==> src/design/cpsp_pkg.sv <==
package cpsp_pkg;

    typedef struct packed {
        logic [1:0]         req_type;
        logic [2:0]         joint;
        logic signed [31:0] measured_angle;
        logic signed [31:0] measured_speed;
        logic signed [31:0] set_value;
    } in_item_t;

    typedef struct packed {
        logic [30:0]        duty_magnitude;
        logic               direction_forward;
        logic signed [31:0] drive_signed;
        logic signed [31:0] speed_command;
    } out_item_t;

    localparam logic [1:0] REQ_TICK       = 2'd0;
    localparam logic [1:0] REQ_SET_ANGLE  = 2'd1;
    localparam logic [1:0] REQ_SET_SPEED  = 2'd2;
    localparam logic [1:0] REQ_SET_ENGAGE = 2'd3;

    localparam int CFG_INDEX_W = 4;
    localparam logic [CFG_INDEX_W-1:0] CFG_POS_KP      = 4'd0;
    localparam logic [CFG_INDEX_W-1:0] CFG_POS_KI      = 4'd1;
    localparam logic [CFG_INDEX_W-1:0] CFG_POS_KD      = 4'd2;
    localparam logic [CFG_INDEX_W-1:0] CFG_SPD_KP      = 4'd3;
    localparam logic [CFG_INDEX_W-1:0] CFG_SPD_KI      = 4'd4;
    localparam logic [CFG_INDEX_W-1:0] CFG_SPD_KD      = 4'd5;
    localparam logic [CFG_INDEX_W-1:0] CFG_DC_BIAS     = 4'd6;
    localparam logic [CFG_INDEX_W-1:0] CFG_SPEED_LIMIT = 4'd7;

    localparam logic [3:0] OP_NONE  = 4'd0;
    localparam logic [3:0] OP_ERR   = 4'd1;
    localparam logic [3:0] OP_DERR  = 4'd2;
    localparam logic [3:0] OP_MUL_P = 4'd3;
    localparam logic [3:0] OP_MUL_I = 4'd4;
    localparam logic [3:0] OP_MUL_D = 4'd5;
    localparam logic [3:0] OP_SUM   = 4'd6;
    localparam logic [3:0] OP_WB    = 4'd7;
    localparam logic [3:0] OP_BIAS  = 4'd8;
    localparam logic [3:0] OP_SET   = 4'd9;
    localparam logic [3:0] OP_OUT   = 4'd10;

    // engaged joints after reset: 0 1 2 4
    localparam logic [15:0] ENGAGE_RESET = 16'h0017;

    typedef struct packed {
        logic       capture;
        logic [3:0] op;
        logic       loop_pos;
    } dp_cmd_t;

    typedef struct packed {
        logic [1:0] req_type;
        logic       joint_ok;
        logic       engaged;
        logic       out_busy;
    } dp_status_t;

    function automatic logic signed [31:0] sat32(input logic signed [33:0] v);
        logic signed [31:0] r;
        if (v > 34'sd2147483647)
            r = 32'sh7FFFFFFF;
        else if (v < -34'sd2147483648)
            r = 32'sh80000000;
        else
            r = v[31:0];
        return r;
    endfunction

    function automatic logic signed [31:0] clampv(input logic signed [33:0] v,
                                                  input logic [31:0] lim);
        logic signed [33:0] l;
        logic signed [33:0] r;
        l = $signed({2'b00, lim});
        if (v > l)
            r = l;
        else if (v < -l)
            r = -l;
        else
            r = v;
        return r[31:0];
    endfunction

    // q16.16 product: floor shift by 16 then saturate
    function automatic logic signed [31:0] qsat(input logic signed [63:0] p);
        logic signed [31:0] r;
        if ((&p[63:47]) || !(|p[63:47]))
            r = p[47:16];
        else if (p[63])
            r = 32'sh80000000;
        else
            r = 32'sh7FFFFFFF;
        return r;
    endfunction

endpackage

==> src/design/cpsp_ctrl.sv <==
module cpsp_ctrl
    import cpsp_pkg::*;
(
    input  logic       clk,
    input  logic       rst_n,
    input  logic       in_valid,
    output logic       in_stall,
    input  dp_status_t status,
    output dp_cmd_t    cmd
);

    localparam logic [3:0] S_IDLE = 4'd0;
    localparam logic [3:0] S_DISP = 4'd1;
    localparam logic [3:0] S_ERR  = 4'd2;
    localparam logic [3:0] S_DERR = 4'd3;
    localparam logic [3:0] S_MP   = 4'd4;
    localparam logic [3:0] S_MI   = 4'd5;
    localparam logic [3:0] S_MD   = 4'd6;
    localparam logic [3:0] S_SUM  = 4'd7;
    localparam logic [3:0] S_WB   = 4'd8;
    localparam logic [3:0] S_BIAS = 4'd9;
    localparam logic [3:0] S_SET  = 4'd10;
    localparam logic [3:0] S_OUT  = 4'd11;

    logic [3:0] state_reg, state_next;
    logic       pos_reg, pos_next;

    assign in_stall = (state_reg != S_IDLE);

    always_comb
    begin
        state_next  = state_reg;
        pos_next    = pos_reg;
        cmd.capture = 1'b0;
        cmd.op      = OP_NONE;
        cmd.loop_pos = pos_reg;
        case (state_reg)
            S_IDLE:
            begin
                if (in_valid)
                begin
                    cmd.capture = 1'b1;
                    state_next  = S_DISP;
                end
            end
            S_DISP:
            begin
                if (!status.joint_ok)
                    state_next = S_OUT;
                else if (status.req_type != REQ_TICK)
                    state_next = S_SET;
                else
                begin
                    pos_next   = status.engaged;
                    state_next = S_ERR;
                end
            end
            S_ERR:
            begin
                cmd.op     = OP_ERR;
                state_next = S_DERR;
            end
            S_DERR:
            begin
                cmd.op     = OP_DERR;
                state_next = S_MP;
            end
            S_MP:
            begin
                cmd.op     = OP_MUL_P;
                state_next = S_MI;
            end
            S_MI:
            begin
                cmd.op     = OP_MUL_I;
                state_next = S_MD;
            end
            S_MD:
            begin
                cmd.op     = OP_MUL_D;
                state_next = S_SUM;
            end
            S_SUM:
            begin
                cmd.op     = OP_SUM;
                state_next = S_WB;
            end
            S_WB:
            begin
                cmd.op = OP_WB;
                if (pos_reg)
                begin
                    pos_next   = 1'b0;
                    state_next = S_ERR;
                end
                else
                    state_next = S_BIAS;
            end
            S_BIAS:
            begin
                cmd.op     = OP_BIAS;
                state_next = S_OUT;
            end
            S_SET:
            begin
                cmd.op     = OP_SET;
                state_next = S_OUT;
            end
            S_OUT:
            begin
                if (!status.out_busy)
                begin
                    cmd.op     = OP_OUT;
                    state_next = S_IDLE;
                end
            end
            default:
            begin
                state_next = S_IDLE;
            end
        endcase
    end

    always_ff @(posedge clk or negedge rst_n)
    begin
        if (!rst_n)
        begin
            state_reg <= S_IDLE;
            pos_reg   <= 1'b0;
        end
        else
        begin
            state_reg <= state_next;
            pos_reg   <= pos_next;
        end
    end

endmodule

==> config.mk <==
export PLATFORM = sky130hd
export DESIGN_NAME = cpsp_ctrl
export DESIGN_NICKNAME = d
export VERILOG_FILES = /design/src/design/cpsp_pkg.sv /design/src/design/cpsp_ctrl.sv
export SDC_FILE = /design/constraint.sdc
export NUM_CORES = 1
export LEC_CHECK = 0
export ABC_CLOCK_PERIOD_IN_PS = 1200
export BUFFER_PORTS_ARGS = -buffer_cell sky130_fd_sc_hd__buf_2
export CAP_MARGIN = 20
export CORE_AREA = 2 2 39 41
export DETAILED_ROUTE_END_ITERATION = 8
export DIE_AREA = 0 0 41 43
export HOLD_SLACK_MARGIN = 0.15
export SYNTH_ARGS = -nofsm -noshare
export SYNTH_HDL_FRONTEND = slang
export SYNTH_SLANG_ARGS = --single-unit
export TNS_END_PERCENT = 50
==> constraint.sdc <==
create_clock -name clk -period 1.2 [get_ports clk]
set_input_delay 0 -clock clk [delete_from_list [all_inputs] [get_ports clk]]
set_output_delay 0 -clock clk [all_outputs]
set_load 0.02 [all_outputs]
==> qor.csv, run 1 <==
metric,value,unit
cp.required,1.20,ns
period_needed,1.29,ns
clk_latency,0.24,ns
dr.pass1.iters,4,
initial_utilization,0.307,
ff2ff_setup_slack,-0.06,ns
grt_usage,0.166,
synth_cells,53,
finalSetupViolations,6,
clkSinkCount,5,
worst_pin_slew,0.238,ns
final_cells,99,
cap_viol_max_count,0,
syn_to_final_growth,58.1,%
die_area,0.00176,mm^2
setup.worst_path.class,register to output port,
cts_root_buffer,clkbuf_4,
postPlaceCellArea,531,um^2
io_buffers,14,
status,"complete, but fails checks",
via_count,516,
regArea,130,um^2
hold_viol,0,
antenna_found_initial,0,
critPathTopFamily,flip-flops,
syn_avg_cell_area,8.00,um^2
critical_path_peak_fanout,9,
max_freq,773,MHz
grt_pass1_wl,1.97,mm
worstPathArrival,1.29,ns
final_area,671,um^2
pwr-share-comb,0.685,
cts_tree,yes,
nFillCells,148,
p_leak,0.300,nW
route.detailed.drc,0,
timing.rr.end,state_reg[0],
crit_path_cell_trace,"and2_1, o41ai_2, buf_2",
worstHoldStart,status[0],
reg2reg_depth,4,
fin_nets,92,
clock_skew,0.00264,ns
core_area,0.00138,mm^2
total_power,0.00193,W
fin_ws,-0.0940,ns
row_count,14,
num_antenna_cells,0,
grt_setup_unrepaired,true,
ant_nets,0,
synth_seq_area_share,0.295,
switchingPower,0.000885,W
cts_hold_buffers,3,
power_density,2870,mW/mm^2
grt-ovfl-total,0,
cp_num_buf_inv,1,
p_sw_frac,0.460,
ios,15,
post-route-util,0.485,
yosysUniqueCellTypes,28,
slowest_stage,dfrtp_2,
htree_levels,1,
clkPwrFrac,0.100,
post-place-cells,85,
drt_iter0_drc,9,
startpoint_type,register,
syn_area,424,um^2
slew_headroom,0.840,
clk_pin_slew,0.04,ns
violations,negative setup slack,
holdPathStages,3,
hold-worst-slack,0.0966,ns
r2r-start,state_reg[3],
yosysWarnings,0,
seqPwrFrac,0.215,
grt_pass1_vias,487,
wl_per_cell,12.8,um
p_int,0.00104,W
synth.ff_latch_count,5,
multi_input_area,278,um^2
whs_endpoint,state_reg[0],
crit_path_max_incr_delay,0.45,ns
hpwlAfterDp,809,um
hold_path_class,input port to register,
numCtsBuffers,3,
fin_crit_sh,1.08,
grt_max_degree,10,
vdd_ir_drop_max,1110,uV
largest_reg_flops,4,
layout-drive-gt1-share,0.518,
syn-num-nets,61,
gp_congestion,0.756,
final_max_slew_viol_count,0,
totalWireLength,1.27,mm
clk_path_buf_depth,2,
cp-end-kind,output port,
viasPerCell,5.21,
die_h,43,um
dieWidth,41,um
[worst max-delay path by stage]
stage / from / end / slack (ns) / cells past startpoint
global placement: state_reg[3] / state_reg[0] / 0.04 / 5
CTS: state_reg[2] / cmd[4] / -0.10 / 4
global route: state_reg[2] / cmd[4] / -0.20 / 4
detailed placement: state_reg[3] / state_reg[0] / -0.004 / 5
finish: state_reg[3] / cmd[2] / -0.09 / 3
floorplan: state_reg[2] / cmd[1] / 0.02 / 3
[cells by family after synthesis]
group / after synthesis / share of synthesized area
flip-flops: 5 / 0.295
buffers and inverters: 5 / 0.0855
AND/OR/NAND/NOR: 24 / 0.319
XOR/XNOR: 1 / 0.0207
AO/OA/AOI/OAI: 18 / 0.280
[cell usage after synthesis]
master	n	share of area
and2b_1	1	0.018
a31oi_1	1	0.015
nand3_1	3	0.035
a211oi_1	1	0.018
nor3b_2	1	0.029
nor2_2	1	0.015
o21ai_0	5	0.059
a21oi_1	2	0.024
buf_6	1	0.027
o21ai_1	3	0.035
nor2b_1	1	0.015
buf_2	2	0.024
o211ai_1	2	0.035
and2_1	1	0.015
buf_4	2	0.035
dfrtp_1	5	0.29
nor3_2	1	0.024
and3_1	1	0.015
o31ai_1	1	0.018
nand4_1	1	0.015
o41ai_2	1	0.038
nor3_1	2	0.024
xor2_1	1	0.021
o31a_1	1	0.021
nor2_1	3	0.027
a22oi_1	1	0.018
nand2b_1	3	0.044
nand2_1	5	0.044
[what timing repair did]
item,in CTS,in global routing
setup buffers,6,1
gates resized for setup,9,5
pin swaps,1,2
hold endpoints to repair,9,2
endpoints found under the setup margin,7,10
[metal layers]
metal / wire, um / global-route usage / vias up
met2: 657 / 0.231 / 15
met5: 0 / 0 / -
met4: 48 / 0.160 / 0
met1: 508 / 0.207 / 240
li1: - / - / 255
met3: 52 / 0.0157 / 6
[power groups by stage]
stage	clock network, W	registers (W)	logic [W]
2_1_floorplan	0	0.000325	0.000818
3_3_place_gp	0	0.000434	0.00101
3_5_place_dp	0	0.000439	0.00102
4_1_cts	0.000204	0.000406	0.00123
5_1_grt	0.000213	0.000434	0.00143
6_report	0.000193	0.000414	0.00132
[worst register-to-register path, stage by stage (launching register included)]
cell	delay (ns)
dfrtp_2	0.45
buf_4	0.16
o31a_1	0.28
o211ai_1	0.16
nand3_1	0.08
[area by class of cell]
| class | instances | share of cell area |
|---|---|---|
| clock buffer | 4 | 0.0392 |
| multi-input combinational | 43 | 0.414 |
| sequential | 5 | 0.194 |
| tap | 16 | 0.0299 |
| timing repair buffer | 31 | 0.323 |
[cell usage in the layout, fill, tap and decap left out, types with 3 or more instances in the layout]
cell type,n
buf_2,11
o21ai_1,4
nand2_1,5
o21ai_0,3
dlygate4sd3_1,3
nand2b_1,3
nor2_1,3
buf_4,16
nand3_1,3
clkbuf_4,3
dfrtp_2,4
[stage by stage]
step                setup WS (ns)  setup TNS, ns
floorplan                  0.0187              0
finish                    -0.0940         -0.412
global placement           0.0375              0
global route               -0.201          -1.02
CTS                        -0.102         -0.337
detailed placement       -0.00387       -0.00387
(Power assumes the default switching activity.)
==> run 2: changes to the inputs <==
==> constraint.sdc (replaced) <==
create_clock -name clk -period 1.2 [get_ports clk]
set_input_delay 0.12 -clock clk [delete_from_list [all_inputs] [get_ports clk]]
set_output_delay 0.12 -clock clk [all_outputs]
set_load 0.02 [all_outputs]
==> run 2 against run 1 <==
Effect of this change:
- power grew 6.9%
- the flow still finishes with violations (negative setup slack)
- clock power shrank 4%
- non-clock buffer count shrank 3
- first-iteration DRC count is the same
- critical path depth grew 1
- worst setup slack lost 0.13 ns
- register-to-register slack is essentially flat
- final cell count shrank 3.0%
- largest cell class unchanged
- highest routed layer unchanged
- via count shrank 2.5%
- core utilization grew 0.90 points
- worst hold slack gained 0.13 ns
- sequential cell count is the same
==> qor.csv, run 2 (synthesis gave the netlist of run 1 again) <==
metric,value,unit,change
wl_per_cell,12.5,um,-2.2%
largest_reg_flops,4,,unchanged
violations,negative setup slack,,
clkSinkCount,5,,unchanged
hold_viol,0,,unchanged
setup.worst_path.class,register to output port,,
power_density,3010,mW/mm^2,+5.0%
ant_nets,0,,unchanged
die_h,43,um,unchanged
cts_root_buffer,clkbuf_4,,
status,"complete, but fails checks",,
totalWireLength,1.20,mm,-5.1%
layout_commonest_cell,buf_4,,
grt_setup_unrepaired,true,,
slowest_stage,dfrtp_2,,
pre_cts_slack,-0.0152,ns,-0.0113 ns
layout-drive-gt1-share,0.563,,+0.0444
grt-ovfl-total,0,,unchanged
gp_congestion,0.765,,+1.2%
hold-worst-slack,0.223,ns,+0.127 ns
antenna_found_initial,0,,unchanged
cp.required,1.08,ns,-0.12 ns
htree_levels,1,,unchanged
postPlaceCellArea,538,um^2,+1.4%
fin_ws,-0.222,ns,-0.128 ns
die_area,0.00176,mm^2,unchanged
num_antenna_cells,0,,unchanged
clk_pin_slew,0.04,ns,about the same
dr.pass1.iters,5,,+1
clock_skew,0.00299,ns,+0.000350 ns
slew_headroom,0.806,,-0.0347
syn_to_final_growth,61.1,%,
clk_latency,0.24,ns,about the same
grt_usage,0.149,,-0.0174
worstPathArrival,1.30,ns,about the same
critPathTopFamily,flip-flops,,
period_needed,1.42,ns,+0.128 ns
fin_nets,89,,-3.3%
seqPwrFrac,0.191,,-0.024
dieWidth,41,um,unchanged
grt_pass1_vias,442,,-9.2%
row_count,14,,unchanged
cts_tree,yes,,
clk_path_buf_depth,2,,unchanged
switchingPower,0.000947,W,+7.0%
grt_max_degree,11,,+1
numCtsBuffers,3,,unchanged
worst_pin_slew,0.290,ns,+0.0516 ns
critical_path_peak_fanout,6,,-3
final_area,683,um^2,+1.9%
viasPerCell,5.24,,+0.53%
grt_pass1_wl,1.74,mm,-12%
final_max_slew_viol_count,0,,unchanged
initial_utilization,0.307,,unchanged
p_leak,0.300,nW,about the same
via_count,503,,-2.5%
max_freq,703,MHz,-9.0%
p_sw_frac,0.460,,about the same
clkPwrFrac,0.090,,-0.010
io_buffers,14,,unchanged
ios,15,,unchanged
cap_viol_max_count,0,,unchanged
core_area,0.00138,mm^2,unchanged
hold_path_class,input port to asynchronous set/reset pin,,
crit_path_max_incr_delay,0.43,ns,-0.02 ns
crit_path_cell_trace,"and2b_2, o21ai_1, a31oi_1, buf_4",,
route.detailed.drc,0,,unchanged
pwr-share-comb,0.719,,+0.034
startpoint_type,register,,
drt_iter0_drc,9,,unchanged
finalSetupViolations,7,,+1
final_cell_mix,"buf_4, buf_2, nand2_1",,
vdd_ir_drop_max,1150,uV,+3.9%
cp_num_buf_inv,1,,unchanged
setup-tns-final,-1.04,ns,-0.626 ns
p_int,0.00111,W,+6.8%
hpwlAfterDp,807,um,-0.28%
fin_crit_sh,1.18,,+0.106
cp-end-kind,output port,,
-- run 2: path summary, 6_finish.rpt --
| check | from | endpoint | slack (ns) | cells past startpoint |
|---|---|---|---|---|
| worst min-delay path | rst_n | state_reg[1] | 0.22 | 2 |
| worst max register to register | state_reg[3] | state_reg[0] | -0.06 | 4 |
| worst max-delay path | state_reg[2] | cmd[4] | -0.22 | 4 |
| worst min register to register | pos_reg | state_reg[1] | 0.60 | 2 |
| min in group clk | status[0] | state_reg[0] | 0.23 | 3 |
| max in group asynchronous | rst_n | state_reg[0] | 0.84 | 2 |
-- run 2: layout make-up --
cell class | count | area [um^2]
Fill cell | 123 | 701
Clock buffer | 4 | 26.3
Sequential cell | 5 | 130
Multi-Input combinational cell | 43 | 304
Timing Repair Buffer | 28 | 203
Tap cell | 16 | 20.0
-- run 2: metrics by stage --
| step | std cells | util | total power (W) |
|---|---|---|---|
| after CTS | 95 | 0.457 | 0.00188 |
| after detailed placement | 86 | 0.389 | 0.00148 |
| after global routing | 96 | 0.494 | 0.00220 |
| after floorplan | 53 | - | 0.00114 |
| after global placement | 86 | 0.389 | 0.00148 |
| final | 96 | 0.494 | 0.00206 |
-- run 2: power by group through the flow --
| stage | Sequential, W | Combinational [W] | Clock, W |
|---|---|---|---|
| 2_1_floorplan | 0.000325 | 0.000818 | 0 |
| 4_1_cts | 0.000367 | 0.00132 | 0.000197 |
| 3_3_place_gp | 0.000367 | 0.00111 | 0 |
| 3_5_place_dp | 0.000369 | 0.00111 | 0 |
| 5_1_grt | 0.000401 | 0.00158 | 0.000220 |
| 6_report | 0.000393 | 0.00148 | 0.000186 |
-- run 2: worst register-to-register path, stage by stage, from the launching register on --
cell and delay (ns):
dfrtp_2 0.46, buf_6 0.14, o31a_1 0.29, o211ai_1 0.15
nand3_1 0.09
-- run 2: layer usage --
layer / track usage / up-vias / wire [um]
met5: 0 / - / 0
met4: 0.100 / 0 / 5
met3: 0.0314 / 2 / 52
met2: 0.206 / 14 / 613
met1: 0.197 / 243 / 530
li1: - / 244 / -
-- run 2: repair_timing --
item                                    in CTS  in global routing
pin swaps                                    0                  6
gates resized for setup                     11                 13
hold endpoints to repair                     5                  0
hold buffers                                 1                  0
buffers inserted                             4                  1
endpoints found under the setup margin       6                  9
==> run 3: changes to the inputs <==
- ABC_AREA: unset -> 1
- CTS_BUF_LIST: unset -> sky130_fd_sc_hd__clkbuf_4 sky130_fd_sc_hd__clkbuf_8
==> run 3 against run 2 <==
Effect of this change:
- the flow still finishes with violations (negative setup slack)
- fmax increased by 3.5%
- non-clock buffer count decreased by 4
- synthesized area decreased by 5.6%
- die area unchanged
- worst setup slack improved by 0.048 ns
- routed wire length decreased by 20%
- power decreased by 11%
- largest cell class unchanged
- design area decreased by 9.0%
- clock skew increased by 0.00052 ns
- clock-buffer cell count unchanged
- synthesized cell count increased by 11%
- worst hold slack got worse by 0.029 ns
- critical endpoint is now cmd[2]
==> qor.csv, run 3 <==
metric,value,unit,change
worstPathArrival,1.25,ns,-0.05 ns
syn_area,400,um^2,-5.6%
crit_path_max_incr_delay,0.43,ns,about the same
num_antenna_cells,0,,unchanged
numCtsBuffers,3,,unchanged
viasPerCell,4.51,,-14%
synth_compound_gate_area_share,0.141,,-0.140
htree_levels,1,,unchanged
startpoint_type,register,,
yosysWarnings,0,,unchanged
dieWidth,41,um,unchanged
pre_cts_slack,-0.00640,ns,+0.00880 ns
synth-async-reset-ratio,1.00,,unchanged
cp_num_buf_inv,2,,+1
syn_to_final_growth,55.3,%,
grt_usage,0.142,,-0.00635
reg2reg_depth,7,,+3
critical_path_peak_fanout,5,,-1
ios,15,,unchanged
r2r-start,state_reg[3],,
dr.pass1.iters,4,,-1
synth_cells,59,,+11%
die_area,0.00176,mm^2,unchanged
gp_congestion,0.756,,-1.2%
ant_nets,0,,unchanged
violations,negative setup slack,,
synthFlopType,dfrtp_1,,
crit_path_cell_trace,"inv_2, nor2_4, nand3b_1, o211ai_1, buf_4",,
grt_pass1_vias,434,,-1.8%
synth_top_area_share,0.313,,+0.0175
vdd_ir_drop_max,782,uV,-32%
syn_avg_cell_area,6.79,um^2,-15%
drt_iter0_drc,14,,+5
holdPathStages,3,,
finalSetupViolations,7,,unchanged
nFillCells,137,,+11%
hpwlAfterDp,737,um,-8.6%
cts_root_buffer,clkbuf_4,,
hold_viol,0,,unchanged
grt_pass1_wl,1.69,mm,-2.8%
die_h,43,um,unchanged
worst_pin_slew,0.226,ns,-0.0645 ns
max_freq,728,MHz,+3.5%
synth.mux.area_fraction,0,,unchanged
synth_common_cells,"nand2_1, inv_1, nand3_1",,
synth_top_area_cell,dfrtp_1,,
cp_num_cells,5,,+1
critPathLaunch,state_reg[3],,
clk_path_buf_depth,2,,unchanged
initial_utilization,0.289,,-0.0172
synth-edff-count,0,,unchanged
period_needed,1.37,ns,-0.0478 ns
via_count,460,,-8.5%
multi_input_area,240,um^2,-21%
setup.worst_path.class,register to output port,,
final_area,622,um^2,-9.0%
p_leak,0.332,nW,+11%
core_area,0.00138,mm^2,unchanged
status,"complete, but fails checks",,
yosysMostFrequentCell,nand2_1,,
clkSinkCount,5,,unchanged
layout-drive-gt1-share,0.453,,-0.109
cp-endpoint,cmd[2],,
synth_area_leaders,"dfrtp_1, nand2_1, inv_1, nand3_1, o21ai_0",,
total_power,0.00184,W,-11%
cp-end-kind,output port,,
slowest_stage,dfrtp_1,,
route.detailed.drc,0,,unchanged
yosysUniqueCellTypes,19,,-32%
synthXorXnorAreaFrac,0,,-0.0206
synth_top_family_by_area,simple AND/OR/NAND/NOR gates,,
clock_skew,0.00352,ns,+0.000524 ns
cp.required,1.08,ns,about the same
grt_max_degree,7,,-4
hold-worst-slack,0.194,ns,-0.0293 ns
wl_per_cell,9.40,um,-25%
grt_setup_unrepaired,true,,
fin_nets,95,,+6.7%
io_buffers,14,,unchanged
post-route-util,0.449,,-0.0443
synth_fa_ha_area_frac,0,,unchanged
layout_commonest_cell,nand2_1,,
grt-ovfl-total,0,,unchanged
slew_headroom,0.849,,+0.0433
hold_path_class,input port to register,,
row_count,14,,unchanged
final_max_slew_viol_count,0,,unchanged
totalWireLength,959,um,-20%
ff2ff_setup_slack,-0.02,ns,+0.04 ns
syn-num-nets,67,,+9.8%
clk_pin_slew,0.05,ns,about the same
cts_tree,yes,,
fin_ws,-0.174,ns,+0.0478 ns
synth_seq_area_share,0.313,,+0.0175
largest_reg_flops,4,,unchanged
clk_latency,0.24,ns,about the same
fin_crit_sh,1.14,,-0.0399
critPathTopFamily,flip-flops,,
timing.rr.end,pos_reg,,
power_density,2960,mW/mm^2,-1.9%
regArea,126,um^2,-2.9%
postPlaceCellArea,515,um^2,-4.2%
synth_simple_gate_area_frac,0.434,,+0.116
synth.ff_latch_count,5,,unchanged
final_cell_mix,"nand2_1, buf_4, buf_2",,
cap_viol_max_count,0,,unchanged
antenna_found_initial,0,,unchanged
-- run 3: per-layer routing --
layer / track usage / vias up / routed length, um
li1: - / 246 / -
met1: 0.176 / 204 / 449
met2: 0.216 / 8 / 475
met3: 0.0157 / 2 / 20
met4: 0.100 / 0 / 12
met5: 0 / - / 0
-- run 3: timing repair --
| item | 4_1_cts | 5_1_grt |
|---|---|---|
| hold buffers | 1 | 0 |
| endpoints found under the hold margin | 5 | 0 |
| resized for setup | 9 | 4 |
| setup endpoints to repair | 6 | 9 |
| pin swaps | 4 | 3 |
| buffers inserted | 5 | 0 |
-- run 3: worst min path at each step --
| stage | from | to | slack [ns] |
|---|---|---|---|
| finish | status[0] | state_reg[0] | 0.19 |
| global route | status[0] | state_reg[0] | 0.21 |
| CTS | status[0] | state_reg[0] | 0.18 |
| detailed placement | rst_n | state_reg[0] | -0.06 |
| global placement | rst_n | state_reg[1] | -0.06 |
| floorplan | rst_n | pos_reg | -0.18 |
-- run 3: final cells by class --
| type | instances | area share |
|---|---|---|
| timing repair buffer | 24 | 0.270 |
| clock buffer | 4 | 0.0483 |
| sequential | 5 | 0.203 |
| tap | 16 | 0.0322 |
| inverter | 10 | 0.0604 |
| multi-input combinational | 43 | 0.386 |
-- run 3: metrics by stage --
| stage | TNS, ns | std cells |
|---|---|---|
| global route | -1.43 | 102 |
| global placement | -0.00934 | 92 |
| finish | -0.901 | 102 |
| detailed placement | -0.00640 | 92 |
| CTS | -0.880 | 102 |
| floorplan | 0 | 59 |
-- run 3: worst reg2reg max path, stage by stage, from the launching register on --
cell      delay (ns)
dfrtp_1         0.43
inv_2           0.08
nor2_4          0.13
buf_4           0.14
nand2_2         0.05
buf_4           0.13
o21ai_0         0.06
a21boi_1        0.08
-- run 3: logic make-up (layout without fill, tap and decap cells) --
kind of cell,Yosys count,after routing
simple gates,34,34
buf+inv,11,38
compound gates,9,9
flops,5,5
-- run 3: power breakdown --
group          internal [W]  switching (W)  total, W
logic              0.000560       0.000707   0.00127
clock network      0.000148      0.0000714  0.000220
registers          0.000259      0.0000936  0.000353
